--- config.mk ---
export PLATFORM = sky130hd
export DESIGN_NAME = led_dimmer_ramp_pwm
export DESIGN_NICKNAME = d
export VERILOG_FILES = /design/src/ldrp_pkg.sv /design/src/ldrp_mul.sv /design/src/ldrp_div.sv /design/src/led_dimmer_ramp_pwm.sv
export SDC_FILE = /design/constraint.sdc
export NUM_CORES = 2
export LEC_CHECK = 0
export BUFFER_PORTS_ARGS = -buffer_cell sky130_fd_sc_hd__buf_2
export CAP_MARGIN = 40
export CORE_AREA = 2 2 231 233
export CTS_CLUSTER_DIAMETER = 100
export DETAILED_ROUTE_END_ITERATION = 7
export DIE_AREA = 0 0 233 235
export GPL_TIMING_DRIVEN = 0
export HOLD_SLACK_MARGIN = 0.05
export PLACE_DENSITY = 0.83
export SLEW_MARGIN = 15
export SYNTH_ARGS = -nofsm -noshare
export SYNTH_HDL_FRONTEND = slang
export SYNTH_HIERARCHICAL = 1
export SYNTH_SLANG_ARGS = --single-unit
--- constraint.sdc ---
create_clock -name clk -period 7 [get_ports clk]
set_input_delay 1.05 -clock clk [delete_from_list [all_inputs] [get_ports clk]]
set_output_delay 1.05 -clock clk [all_outputs]
set_load 0.01 [all_outputs]
--- src/ldrp_pkg.sv ---
// ----------------------------------------------------------------------------
// ldrp_pkg
// shared types and constants of the led dimmer ramp pwm channel
// ----------------------------------------------------------------------------
package ldrp_pkg;

	// per mille full scale
	localparam logic [9:0] FULL_SCALE = 10'd1000;

	// shared divider widths
	localparam int NUM_W = 26;
	localparam int DEN_W = 18;
	localparam int CNT_W = $clog2(NUM_W);

	// on-time over full scale: drop three bits, then multiply by 2^30/125 rounded up
	localparam logic [23:0] OT_RECIP = 24'd8589935;

	// configuration register indexes
	typedef enum logic [2:0] {
		REG_RISE_TIME,
		REG_FALL_TIME,
		REG_KNEE1_DUTY,
		REG_KNEE1_POINT,
		REG_KNEE2_DUTY,
		REG_KNEE2_POINT,
		REG_PWM_PERIOD,
		REG_DIMMER_ENABLE
	} cfg_idx_t;

	// input request payload
	typedef struct packed {
		logic action;
		logic on_command;
	} in_t;

	// result payload
	typedef struct packed {
		logic [9:0]  duty_permille;
		logic [15:0] on_time;
	} out_t;

	// divider request and response
	typedef struct packed {
		logic             start;
		logic [NUM_W-1:0] num;
		logic [DEN_W-1:0] den;
	} div_req_t;

	typedef struct packed {
		logic             done;
		logic [NUM_W-1:0] quo;
	} div_rsp_t;

endpackage

--- src/ldrp_mul.sv ---
// ----------------------------------------------------------------------------
// ldrp_mul
// shared 16 x 10 multiplier with registered product
// ----------------------------------------------------------------------------
module ldrp_mul
	import ldrp_pkg::*;
(
	input  logic             clk,
	input  logic [15:0]      a,
	input  logic [9:0]       b,
	output logic [NUM_W-1:0] p_q
);

	always_ff @(posedge clk) begin
		p_q <= NUM_W'(a * b);
	end

endmodule

--- src/ldrp_div.sv ---
// ----------------------------------------------------------------------------
// ldrp_div
// restoring divider, one quotient bit per cycle
// ----------------------------------------------------------------------------
module ldrp_div
	import ldrp_pkg::*;
(
	input  logic     clk,
	input  logic     arst_n,
	input  div_req_t req,
	output div_rsp_t rsp
);

	logic             busy_q;
	logic             done_q;
	logic [CNT_W-1:0] cnt_q;
	logic [DEN_W-1:0] den_q;
	logic [DEN_W-1:0] rem_q;
	logic [NUM_W-1:0] quo_q;

	logic [DEN_W:0]   trial;
	logic [DEN_W:0]   diff;
	logic             fits;

	// shift in next numerator bit and try the subtract
	assign trial = {rem_q, quo_q[NUM_W-1]};
	assign diff  = trial - {1'b0, den_q};
	assign fits  = trial >= {1'b0, den_q};

	always_ff @(posedge clk or negedge arst_n) begin
		if (!arst_n) begin
			busy_q <= 1'b0;
			done_q <= 1'b0;
			cnt_q  <= '0;
		end else begin
			done_q <= 1'b0;
			if (req.start) begin
				busy_q <= 1'b1;
				cnt_q  <= '0;
			end else if (busy_q) begin
				if (cnt_q == CNT_W'(NUM_W - 1)) begin
					busy_q <= 1'b0;
					done_q <= 1'b1;
				end
				cnt_q <= cnt_q + 1'b1;
			end
		end
	end

	always_ff @(posedge clk) begin
		if (req.start) begin
			den_q <= req.den;
			rem_q <= '0;
			quo_q <= req.num;
		end else if (busy_q) begin
			rem_q <= fits ? diff[DEN_W-1:0] : trial[DEN_W-1:0];
			quo_q <= {quo_q[NUM_W-2:0], fits};
		end
	end

	assign rsp.done = done_q;
	assign rsp.quo  = quo_q;

endmodule

--- src/led_dimmer_ramp_pwm.sv ---
// ----------------------------------------------------------------------------
// led_dimmer_ramp_pwm
// one led dimmer channel: ramped pwm duty from on/off commands and ticks
// ----------------------------------------------------------------------------
// sequence: a command takes effect at its accepting edge; a tick of an armed
//   channel steps from S_SEL to S_OUT, with zero to two passes through the
//   shared divider (curve step, fall rescale)
// throughput: commands back to back, ticks one at a time; in_stall
//   stays high while a tick is at work or its result waits on out_stall
// reset: arst_n clears all registers of this module, duty, target and armed flag to zero
// ----------------------------------------------------------------------------
module led_dimmer_ramp_pwm
	import ldrp_pkg::*;
(
	input  logic        clk,
	input  logic        arst_n,
	input  logic        in_valid,
	output logic        in_stall,
	input  in_t         in_data,
	output logic        out_valid,
	input  logic        out_stall,
	output out_t        out_data,
	input  logic        cfg_valid,
	output logic        cfg_ready,
	input  cfg_idx_t    cfg_index,
	input  logic [15:0] cfg_data
);

	typedef enum logic [3:0] {
		S_IDLE,
		S_SEL,
		S_MULD,
		S_CSTART,
		S_CDIV,
		S_FALL,
		S_FSTART,
		S_FDIV,
		S_UPD,
		S_OT,
		S_OQUO,
		S_OUT
	} state_t;

	// configuration registers
	logic [7:0]  rise_q;
	logic [7:0]  fall_q;
	logic [9:0]  d1_q;
	logic [9:0]  pt1_q;
	logic [9:0]  d2_q;
	logic [9:0]  pt2_q;
	logic [15:0] period_q;
	logic        enable_q;

	// channel state
	state_t      state_q;
	logic [9:0]  duty_q;
	logic        target_q;
	logic        armed_q;
	logic [9:0]  step_q;
	logic [9:0]  den_part_q;
	logic [NUM_W-1:0] num_q;
	logic [15:0] ot_q;
	out_t        out_q;
	logic        out_valid_q;

	// shared units
	logic [15:0]      mul_a;
	logic [9:0]       mul_b;
	logic [NUM_W-1:0] mul_p;
	div_req_t         div_req;
	div_rsp_t         div_rsp;

	// on-time reciprocal product
	logic [45:0] ot_prod;

	// curve segment selection
	logic [9:0]  seg_num;
	logic [9:0]  seg_den;
	logic        seg_force;
	logic [10:0] duty_sum;
	logic [9:0]  duty_next;
	logic        accept;

	function automatic logic [9:0] sat_step(input logic [NUM_W-1:0] q);
		sat_step = (q > NUM_W'(FULL_SCALE)) ? FULL_SCALE : q[9:0];
	endfunction

	assign accept    = in_valid && !in_stall;
	assign in_stall  = state_q != S_IDLE;
	assign cfg_ready = 1'b1;
	assign out_valid = out_valid_q;
	assign out_data  = out_q;

	// register writes; the sender keeps them to idle periods
	always_ff @(posedge clk or negedge arst_n) begin
		if (!arst_n) begin
			rise_q   <= '0;
			fall_q   <= '0;
			d1_q     <= '0;
			pt1_q    <= '0;
			d2_q     <= '0;
			pt2_q    <= '0;
			period_q <= '0;
			enable_q <= 1'b0;
		end else if (cfg_valid && cfg_ready) begin
			case (cfg_index)
				REG_RISE_TIME:     rise_q   <= cfg_data[7:0];
				REG_FALL_TIME:     fall_q   <= cfg_data[7:0];
				REG_KNEE1_DUTY:    d1_q     <= cfg_data[9:0];
				REG_KNEE1_POINT:   pt1_q    <= cfg_data[9:0];
				REG_KNEE2_DUTY:    d2_q     <= cfg_data[9:0];
				REG_KNEE2_POINT:   pt2_q    <= cfg_data[9:0];
				REG_PWM_PERIOD:    period_q <= cfg_data;
				REG_DIMMER_ENABLE: enable_q <= cfg_data[0];
				default: ;
			endcase
		end
	end

	// pick the curve segment from the present duty
	always_comb begin
		seg_force = 1'b0;
		if (duty_q <= d1_q) begin
			seg_num = d1_q;
			seg_den = pt1_q;
		end else if (duty_q <= d2_q) begin
			seg_num = d2_q - d1_q;
			seg_den = pt2_q - pt1_q;
			if (pt2_q <= pt1_q)
				seg_force = 1'b1;
		end else begin
			seg_num = FULL_SCALE - d2_q;
			seg_den = FULL_SCALE - pt2_q;
			if (pt2_q >= FULL_SCALE || d2_q >= FULL_SCALE)
				seg_force = 1'b1;
		end
		// zero divisor gives full step
		if (seg_den == '0 || rise_q == '0)
			seg_force = 1'b1;
	end

	// ramp toward the target with saturation at both ends
	always_comb begin
		duty_sum = {1'b0, duty_q} + {1'b0, step_q};
		if (target_q)
			duty_next = (duty_sum > {1'b0, FULL_SCALE}) ? FULL_SCALE : duty_sum[9:0];
		else
			duty_next = (duty_q >= step_q) ? duty_q - step_q : '0;
	end

	// multiplier operands per sequencer step
	always_comb begin
		case (state_q)
			S_SEL: begin
				mul_a = {6'd0, seg_num};
				mul_b = FULL_SCALE;
			end
			S_MULD: begin
				mul_a = {6'd0, den_part_q};
				mul_b = {2'd0, rise_q};
			end
			S_FALL: begin
				mul_a = {6'd0, step_q};
				mul_b = {2'd0, rise_q};
			end
			S_OT: begin
				mul_a = period_q;
				mul_b = duty_q;
			end
			default: begin
				mul_a = '0;
				mul_b = '0;
			end
		endcase
	end

	// divider requests: curve step and fall rescale
	always_comb begin
		div_req.start = 1'b0;
		div_req.num   = mul_p;
		div_req.den   = '0;
		case (state_q)
			S_CSTART: begin
				div_req.start = 1'b1;
				div_req.num   = num_q;
				div_req.den   = mul_p[DEN_W-1:0];
			end
			S_FSTART: begin
				div_req.start = 1'b1;
				div_req.den   = {10'd0, fall_q};
			end
			default: ;
		endcase
	end

	// period*duty/1000 as (period*duty/8)/125 by reciprocal, exact below 2^26
	assign ot_prod = {23'd0, mul_p[NUM_W-1:3]} * {22'd0, OT_RECIP};

	ldrp_mul u_mul (
		.clk (clk),
		.a   (mul_a),
		.b   (mul_b),
		.p_q (mul_p)
	);

	ldrp_div u_div (
		.clk    (clk),
		.arst_n (arst_n),
		.req    (div_req),
		.rsp    (div_rsp)
	);

	// sequencer with channel state and output register
	always_ff @(posedge clk or negedge arst_n) begin
		if (!arst_n) begin
			state_q     <= S_IDLE;
			duty_q      <= '0;
			target_q    <= 1'b0;
			armed_q     <= 1'b0;
			out_valid_q <= 1'b0;
			step_q      <= '0;
			den_part_q  <= '0;
			num_q       <= '0;
			ot_q        <= '0;
			out_q       <= '0;
		end else begin
			// result taken downstream
			if (out_valid_q && !out_stall && state_q != S_OUT)
				out_valid_q <= 1'b0;

			case (state_q)
				S_IDLE: begin
					if (accept) begin
						if (!in_data.action) begin
							// command: set target and arm; with the dimmer disabled, duty jumps to the target
							target_q <= in_data.on_command;
							armed_q  <= 1'b1;
							if (!enable_q)
								duty_q <= in_data.on_command ? FULL_SCALE : '0;
						end else if (armed_q) begin
							state_q <= S_SEL;
						end
					end
				end
				S_SEL: begin
					den_part_q <= seg_den;
					if (seg_force) begin
						step_q  <= FULL_SCALE;
						state_q <= S_FALL;
					end else begin
						state_q <= S_MULD;
					end
				end
				S_MULD: begin
					num_q   <= mul_p;
					state_q <= S_CSTART;
				end
				S_CSTART: state_q <= S_CDIV;
				S_CDIV: begin
					if (div_rsp.done) begin
						step_q  <= sat_step(div_rsp.quo);
						state_q <= S_FALL;
					end
				end
				S_FALL: begin
					// falling: rescale by rise over fall, full step at zero fall time
					if (target_q) begin
						state_q <= S_UPD;
					end else if (fall_q == '0) begin
						step_q  <= FULL_SCALE;
						state_q <= S_UPD;
					end else begin
						state_q <= S_FSTART;
					end
				end
				S_FSTART: state_q <= S_FDIV;
				S_FDIV: begin
					if (div_rsp.done) begin
						step_q  <= sat_step(div_rsp.quo);
						state_q <= S_UPD;
					end
				end
				S_UPD: begin
					duty_q  <= duty_next;
					state_q <= S_OT;
				end
				S_OT: state_q <= S_OQUO;
				S_OQUO: begin
					// product of period and duty is in mul_p here
					ot_q    <= ot_prod[45:30];
					state_q <= S_OUT;
				end
				S_OUT: begin
					// load once the output register is free
					if (!out_valid_q || !out_stall) begin
						out_q.duty_permille <= duty_q;
						out_q.on_time       <= ot_q;
						out_valid_q         <= 1'b1;
						state_q             <= S_IDLE;
					end
				end
				default: state_q <= S_IDLE;
			endcase
		end
	end

endmodule

=== Yosys cells after proc, flatten, opt, wreduce, memory -nomap -nowiden ===
Cells that the tools add are included.
Widths: inputs -> output; s select.

* Equality and inequality tests: 32
* Multipliers: 2
* Multiplexer cells: 52
* Bitwise logic cells: 1
* Divide/modulo/power cells: 0
* Shift operators: 0
* Magnitude comparators: 9
* Reductions and logical operators: 34
* $add $sub $neg: 8

{| class="wikitable"
|+ Operators by type and width
! operator !! count
|-
| $mux 10 || 16
|-
| $mux 26 || 3
|-
| $pmux 16 s4 || 1
|-
| $pmux 10 s3 || 2
|-
| $pmux 4 s12 || 1
|-
| $mul 23x24->46 const B || 1
|-
| $pmux 18 s2 || 1
|-
| $mux 4 || 8
|-
| $le 10x10->1 || 3
|-
| $sub 10x10->10 || 3
|-
| $gt 26x10->1 const B || 1
|-
| $mul 16x10->26 || 1
|-
| $ge 10x10->1 const B || 2
|-
| $pmux 10 s2 || 1
|-
| $sub 10x10->10 const A || 2
|-
| $ge 19x18->1 || 1
|-
| $mux 18 || 1
|-
| $ne 2x2->1 const B || 9
|-
| $reduce_and 2->1 || 9
|-
| $sub 18x18->18 || 1
|-
| $eq 4x3->1 const B || 4
|-
| $eq 4x4->1 const B || 4
|-
| $logic_not 8->1 || 2
|-
| $mux 1 || 15
|-
| other kinds (29) || 46
|}

* Bits in read-only memories: 0
* Output and inout port bits: 29
* Register bits after elaboration: 273
* Bits in latches: 0
* Input port bits: 26
* RAM bits: 0
* Memories: 0
* Logic and storage cells: 164

=== Longest topological paths before layout ===
* Depth in word-level cells: 8
* Depth in mapped cells: 32
* Depth with buffers taken out: 31

=== Hierarchy ===
Netlist, hierarchy kept.

{| class="wikitable"
|+ By module, submodules not included
! module !! times used !! cells an instance !! area each (um2) !! sequential area each (um2)
|-
| led_dimmer_ramp_pwm || 1 || 1984 || 19039.5 || 4454.3
|-
| ldrp_mul || 1 || 615 || 5624.1 || 520.5
|-
| ldrp_div || 1 || 370 || 3902.5 || 1856.8
|}

=== Worst setup path after synthesis ===
OpenSTA, ideal clock, no wires.

* Path kind: register -> register
* From: reg d2_q[3]
* To: reg u_mul.p_q[22]
* Required time: 6.878 ns
* Path slack: -0.210 ns
* Cell stages (with the launch flop): 27
* Period minus slack after synthesis: 7.210 ns
* Library setup time: 0.122 ns
* Data arrival time: 7.088 ns
* Buffers on the path: 2
* Cells stage by stage: dfrtp_1 -> inv_1 -> ha_1 -> a21o_1 -> a21o_1 -> a211oi_2 -> a21oi_2 -> clkbuf_1 -> clkbuf_1 -> o21ai_0 -> mux2i_1 -> o21ai_0 -> nand2_1 -> fa_1 -> fa_1 -> inv_1 -> fa_1 -> fa_1 -> inv_1 -> fa_1 -> inv_1 -> ha_1 -> a21o_1 -> a221o_1 -> a41o_1 -> a31o_4 -> o311a_1

* Longest elaborated chain between the ends: 5
* Elaborated cells between the ends (all ways): 7
* Classes of those cells: add/sub: 2; mul: 1; order compare: 1; mux: 3

{| class="wikitable"
|+ RTL lines
! what !! line !! text
|-
| start: declaration || led_dimmer_ramp_pwm.sv:49 || <nowiki>logic [9:0] d2_q;</nowiki>
|-
| start signal: assignment || led_dimmer_ramp_pwm.sv:111 || <nowiki>REG_KNEE2_DUTY: d2_q <= cfg_data[9:0];</nowiki>
|-
| $le 10x10->1 || led_dimmer_ramp_pwm.sv:126 || <nowiki>end else if (duty_q <= d2_q) begin</nowiki>
|-
| $mux 10 || led_dimmer_ramp_pwm.sv:126 ||
|-
| $mux 10 || led_dimmer_ramp_pwm.sv:123 || <nowiki>if (duty_q <= d1_q) begin</nowiki>
|-
| $pmux 16 s4 || led_dimmer_ramp_pwm.sv:153 || <nowiki>case (state_q)</nowiki>
|-
| net mul_a[0] || led_dimmer_ramp_pwm.sv:67 || <nowiki>logic [15:0] mul_a;</nowiki>
|-
| $mul 16x10->26 || ldrp_mul.sv:15 || <nowiki>p_q <= NUM_W'(a * b);</nowiki>
|-
| end signal: assignment || ldrp_mul.sv:15 ||
|-
| end: declaration || ldrp_mul.sv:11 || <nowiki>output logic [NUM_W-1:0] p_q</nowiki>
|}

The timed path passes the listed nets, and every way through them passes these cells.
A chain may end at the register's enable or synchronous reset.

=== Worst setup path in the final report ===
* From: reg duty_q[8]
* To: reg u_mul.p_q[22]

* Longest elaborated chain between the ends: 5
* Elaborated cells between the ends (all ways): 7
* Classes of those cells: mul: 1; order compare: 2; mux: 4

{| class="wikitable"
|+ RTL lines
! what !! line !! text
|-
| start: declaration || led_dimmer_ramp_pwm.sv:56 || <nowiki>logic [9:0] duty_q;</nowiki>
|-
| start signal: assignment || led_dimmer_ramp_pwm.sv:239 || <nowiki>duty_q <= in_data.on_command ? FULL_SCALE : '0;</nowiki>
|-
| start signal: assignment || led_dimmer_ramp_pwm.sv:284 || <nowiki>duty_q <= duty_next;</nowiki>
|-
| $le 10x10->1 || led_dimmer_ramp_pwm.sv:126 ||
|-
| $mux 10 || led_dimmer_ramp_pwm.sv:126 ||
|-
| $mux 10 (*) || led_dimmer_ramp_pwm.sv:123 ||
|-
| $pmux 16 s4 (*) || led_dimmer_ramp_pwm.sv:153 ||
|-
| net mul_a[3] || led_dimmer_ramp_pwm.sv:67 ||
|-
| $mul 16x10->26 (*) || ldrp_mul.sv:15 ||
|}

Mark *: on every way through the listed nets, which the timed path passes. The rest lies on a longest branch.

==> flow_summary.html <==
<table>
<tr><th>Metric</th><th>Value</th></tr>
<tr><th colspan="2">Min path</th></tr>
<tr><td>Worst hold path endpoint</td><td>armed_q</td></tr>
<tr><td>Cells on Worst Hold Path</td><td>1</td></tr>
<tr><td>Path class of the lowest-slack min-delay path</td><td>reg2reg</td></tr>
<tr><td>Worst Hold Launch</td><td>armed_q</td></tr>
<tr><th colspan="2">Place</th></tr>
<tr><td>Detailed Place HPWL</td><td>between 50000 and 60000 um</td></tr>
<tr><td>Placed cells</td><td>about 3700</td></tr>
<tr><td>Post-place instance area</td><td>29820 um2</td></tr>
<tr><td>PortBufs</td><td>51</td></tr>
<tr><td>Final GP Congestion</td><td>0.9468</td></tr>
<tr><th colspan="2">Global route</th></tr>
<tr><td>Initial antenna violation count</td><td>3</td></tr>
<tr><td>Number of global-route vias before repair</td><td>between 20000 and 25000</td></tr>
<tr><td>Largest net degree at the start of global routing</td><td>95</td></tr>
<tr><td>Global-route wire length before repair</td><td>123700 um</td></tr>
<tr><td>Tot GR Track Use</td><td>between 20% and 30%</td></tr>
<tr><td>GRT Residual Overflow</td><td>0</td></tr>
<tr><th colspan="2">Power and ir drop</th></tr>
<tr><td>Psw</td><td>approximately 7.9 mW</td></tr>
<tr><td>Cell-internal power</td><td>around 8 mW</td></tr>
<tr><td>Share of total power consumed by net switching</td><td>between 40% and 50%</td></tr>
<tr><td>Highest ir drop seen on vdd</td><td>between 0.0004 and 0.0005 V</td></tr>
<tr><td>Part of the total power dissipated in combinational logic</td><td>between 70 and 80%</td></tr>
<tr><td>P_leak</td><td>16.36 nW</td></tr>
<tr><td>Share of power burned in the clock network</td><td>a little under an eighth</td></tr>
<tr><td>Power per cell area</td><td>just under 500 nW/um2</td></tr>
<tr><td>Total Power Consumption</td><td>between 15 and 20 mW</td></tr>
<tr><td>Proportion of power drawn by flip-flops and latches</td><td>between 10% and 20%</td></tr>
<tr><th colspan="2">Critical path</th></tr>
<tr><td>Crit-path slowest cell</td><td>sky130_fd_sc_hd__fa_1</td></tr>
<tr><td>Nature of the critical path startpoint</td><td>register</td></tr>
<tr><td>Data required, critical path</td><td>around 7.4 ns</td></tr>
<tr><td>Number of cells traversed by the worst register-to-register path</td><td>25</td></tr>
<tr><td>Critical path's top delay family</td><td>adder cells</td></tr>
<tr><td>Delay of the slowest critical-path stage</td><td>0.52 ns</td></tr>
<tr><td>Cell count along the critical path</td><td>25</td></tr>
<tr><td>Number of buffers and inverters on the critical path</td><td>4</td></tr>
<tr><td>Endpoint kind of the worst setup timing path</td><td>register</td></tr>
<tr><td>Worst path most repeated cell</td><td>sky130_fd_sc_hd__fa_1</td></tr>
<tr><td>Highest net fanout along the worst path</td><td>8</td></tr>
<tr><td>Launch point of the worst reg-to-reg path</td><td>duty_q[8]</td></tr>
<tr><td>CP Data Arrival Time</td><td>~7.7 ns</td></tr>
<tr><td>R2r setup slk</td><td>-0.23 ns</td></tr>
<tr><td>Capture instance of the worst register-to-register path</td><td>u_mul/p_q[22]</td></tr>
<tr><td>Type of the worst setup path</td><td>reg2reg</td></tr>
<tr><th colspan="2">STA</th></tr>
<tr><td>Final-report setup violation count</td><td>10</td></tr>
<tr><td>Aggregate negative setup slack</td><td>-1.133 ns</td></tr>
<tr><td>Final Max Tran Viols</td><td>0</td></tr>
<tr><td>Time the worst path needs with I/O delays and setup</td><td>roughly 7.2 ns</td></tr>
<tr><td>Transition time at the pin with the least slew margin</td><td>between 0.8 and 0.9 ns</td></tr>
<tr><td>Final period utilization</td><td>103.3%</td></tr>
<tr><td>Slew margin rel.</td><td>between 30% and 40%</td></tr>
<tr><td>Max Freq</td><td>138.4 MHz</td></tr>
<tr><td>Final WS setup</td><td>-0.2277 ns</td></tr>
<tr><td>Count of final hold-check violations</td><td>0</td></tr>
<tr><td>Clock skew</td><td>0.02595 ns</td></tr>
<tr><td>Final Hold Slack</td><td>roughly 0.48 ns</td></tr>
<tr><td>RSZ-0062 raised after global routing</td><td>true</td></tr>
<tr><th colspan="2">Status</th></tr>
<tr><td>Outcome</td><td>complete, but fails checks</td></tr>
<tr><td>Violations in the final reports</td><td>setup timing</td></tr>
<tr><th colspan="2">Clock network</th></tr>
<tr><td>TritonCTS sink count</td><td>around 270</td></tr>
<tr><td>Clk pin slew, worst setup/hold paths</td><td>about 0.06 ns</td></tr>
<tr><td>CTS max path bufs</td><td>3</td></tr>
<tr><td>Worst-Skew Late Latency</td><td>~0.58 ns</td></tr>
<tr><td>Count of hold-fix buffers inserted at cts</td><td>0</td></tr>
<tr><td>Maximum level of the CTS H-tree</td><td>2</td></tr>
<tr><td>TritonCTS clock tree</td><td>built</td></tr>
<tr><td>Cell at the root of the clock tree</td><td>sky130_fd_sc_hd__clkbuf_16</td></tr>
<tr><td>Number of buffers created by CTS</td><td>35</td></tr>
<tr><th colspan="2">Die</th></tr>
<tr><td>Starting density of the core</td><td>around 55%</td></tr>
<tr><td>Horizontal die dimension</td><td>233 um</td></tr>
<tr><td>Number of placement rows</td><td>84</td></tr>
<tr><td>Total Die Area</td><td>54760 um2</td></tr>
<tr><td>I/O pin total</td><td>55</td></tr>
<tr><td>Chip Height</td><td>between 200 and 250 um</td></tr>
<tr><td>Std-Cell Core Area</td><td>52240 um2</td></tr>
<tr><th colspan="2">Layout</th></tr>
<tr><td>Fin area</td><td>32350 um2</td></tr>
<tr><td>Total Nets Final</td><td>about 3800</td></tr>
<tr><td>Layout filler cell count</td><td>around 4000</td></tr>
<tr><td>Synthesis-to-finish area growth</td><td>13.23%</td></tr>
<tr><td>Most frequent cells in the layout</td><td>sky130_fd_sc_hd__inv_1 (482), sky130_fd_sc_hd__ha_1 (361), sky130_fd_sc_hd__nand2_1 (270), sky130_fd_sc_hd__fa_1 (265), sky130_fd_sc_hd__dfrtp_1 (173)</td></tr>
<tr><td>Share of layout cells above drive strength 1</td><td>between 15 and 20%</td></tr>
<tr><td>Number of inserted diodes</td><td>0</td></tr>
<tr><td>Most common cell after layout, fill and taps aside</td><td>sky130_fd_sc_hd__inv_1</td></tr>
<tr><td>Post-route non-filler standard cell count</td><td>between 3000 and 4000</td></tr>
<tr><th colspan="2">Detailed routing</th></tr>
<tr><td>Iteration count of the initial detailed-routing pass</td><td>8</td></tr>
<tr><td>Routed len/inst</td><td>approximately 21 um</td></tr>
<tr><td>Drt drc</td><td>0</td></tr>
<tr><td>Drt first-iter violations</td><td>between 2000 and 2500</td></tr>
<tr><td>Antenna violation net count after detailed routing</td><td>0</td></tr>
<tr><td>Avg Vias per Cell</td><td>approximately 6</td></tr>
<tr><td>Total Wirelength</td><td>approximately 81000 um</td></tr>
<tr><td>Total number of vias</td><td>approximately 24000</td></tr>
<tr><th colspan="2">Synth</th></tr>
<tr><td>Sequential fraction of the synthesis area</td><td>a little under a quarter</td></tr>
<tr><td>Post-synthesis average cell area</td><td>between 9 and 10 um2</td></tr>
<tr><td>Netlist Area Pre-Place</td><td>between 20000 and 30000 um2</td></tr>
<tr><td>Seq cells post-synth</td><td>approximately 270</td></tr>
<tr><td>Number of flops mapped to enable cells by yosys</td><td>44</td></tr>
<tr><td>Async set-reset flop share out of synthesis</td><td>between 60% and 70%</td></tr>
<tr><td>Total of warnings raised by yosys</td><td>6</td></tr>
<tr><td>Number of unique standard cell types used by synthesis</td><td>90</td></tr>
<tr><td>Cells after synthesis</td><td>2969</td></tr>
<tr><td>Commonest register cell after synthesis</td><td>sky130_fd_sc_hd__dfrtp_1</td></tr>
<tr><td>Net count after synthesis</td><td>around 3600</td></tr>
<tr><th colspan="2">Job</th></tr>
<tr><td>Max-cap check violation count</td><td>0</td></tr>
</table>
## through the flow
step	utilization (%)	setup slack (ns)
global placement	56.85	-1.432
floorplan	-	0.001016
global route	61.92	-0.3395
finish	61.92	-0.2277
CTS	60.87	0.002965
detailed placement	57.08	-1.423
## registers in the layout, indices dropped and copies added (netlist names), 4 cells and up
name	cells
d1_q	10
d2_q	10
den_part_q	10
duty_q	10
fall_q	8
num_q	26
ot_q	16
out_data	26
period_q	16
pt1_q	10
pt2_q	10
rise_q	8
state_q	4
step_q	10
u_div/cnt_q	5
u_div/den_q	18
u_div/quo_q	26
u_div/rem_q	18
u_mul/p_q	26
## synth_stat cells, types with 12 or more instances
cell                       instances  share of area, %
sky130_fd_sc_hd__inv_1           497               6.5
sky130_fd_sc_hd__ha_1            379                17
sky130_fd_sc_hd__nand2_1         276               3.6
sky130_fd_sc_hd__fa_1            270                19
sky130_fd_sc_hd__dfrtp_1         185                16
sky130_fd_sc_hd__o21ai_0         144               2.5
sky130_fd_sc_hd__mux2_2          142               5.6
sky130_fd_sc_hd__a21oi_1         108               1.9
sky130_fd_sc_hd__clkbuf_1         96               1.3
sky130_fd_sc_hd__and2_1           88               1.9
sky130_fd_sc_hd__nor2_1           87               1.1
sky130_fd_sc_hd__xnor2_1          56               1.7
sky130_fd_sc_hd__a21o_1           45               1.2
sky130_fd_sc_hd__dfxtp_1          44               3.1
sky130_fd_sc_hd__edfxtp_1         44               4.6
sky130_fd_sc_hd__o211ai_1         34              0.89
sky130_fd_sc_hd__nand4_1          32              0.70
sky130_fd_sc_hd__nor3_1           32              0.56
sky130_fd_sc_hd__nand3_1          29              0.51
sky130_fd_sc_hd__xor2_1           26              0.80
sky130_fd_sc_hd__nor4_1           25              0.55
sky130_fd_sc_hd__a211oi_1         24              0.63
sky130_fd_sc_hd__a31oi_1          23              0.50
sky130_fd_sc_hd__nand2b_1         22              0.48
sky130_fd_sc_hd__a22o_1           16              0.49
sky130_fd_sc_hd__nor2b_1          15              0.33
sky130_fd_sc_hd__o22ai_1          13              0.28
sky130_fd_sc_hd__and4_1           12              0.37
## kinds of logic after synthesis
kind of cell	count (synthesis)	share of synthesized area, %
muxes	153	5.983
other	1	0.01313
AOI/OAI and AO/OA	536	12.51
buffers and inverters	608	8.094
and+or+nand+nor	667	11.44
DFF	273	23.91
adders and majority gates	649	35.52
xor gates and xnor gates	82	2.514
## metal layers
metal / part of all wire [%] / GRT usage (%) / vias to the layer above / routed length (um)
met5: 0.016 / 0 / - / 13
li1: - / - / 10440 / -
met3: 9.2 / 5.558 / 323 / 7452
met2: 47 / 46.59 / 1278 / 37550
met4: 5.6 / 12.55 / 2 / 4507
met1: 39 / 37.00 / 11570 / 31090
## final cells by class
cell class	instances	area, um2	area share [%]
clock buffer	47	1002	3.098
timing repair buffer	154	1099	3.396
sequential	273	6859	21.21
clock inverter	17	172.7	0.5338
multi-input combinational	2088	19950	61.66
buffer	105	539.3	1.667
inverter	497	1868	5.775
tap	688	860.8	2.661
## worst max-delay path by stage
| stage | startpoint | endpoint | slack [ns] |
|---|---|---|---|
| 3_5_place_dp | duty_q[8] | u_mul/p_q[23] | -1.42 |
| 5_1_grt | duty_q[8] | u_mul/p_q[22] | -0.34 |
| 6_report | duty_q[8] | u_mul/p_q[22] | -0.23 |
| 3_3_place_gp | duty_q[8] | u_mul/p_q[23] | -1.43 |
| 4_1_cts | d2_q[0] | u_mul/p_q[22] | 0.003 |
| 2_1_floorplan | d2_q[3] | u_mul/p_q[22] | 0.001 |
## power groups by stage
| stage | Combinational [mW] | Sequential [mW] | Clock (mW) |
|---|---|---|---|
| after CTS | 10.8 | 2.61 | 1.89 |
| after global routing | 12.7 | 2.68 | 1.95 |
| after detailed placement | 9.98 | 2.65 | 0 |
| after floorplan | 7.42 | 2.43 | 0 |
| after global placement | 9.61 | 2.64 | 0 |
| final | 11.5 | 2.65 | 1.88 |
## repair_timing
item / CTS / global route
pin swaps: 51 / 53
gates cloned: 1 / 0
buffers inserted: 63 / 30
endpoints found under the hold margin: 0 / 0
setup endpoints to repair: 19 / 21
resized for setup: 109 / 89
Power figures use the tool's default switching activity.
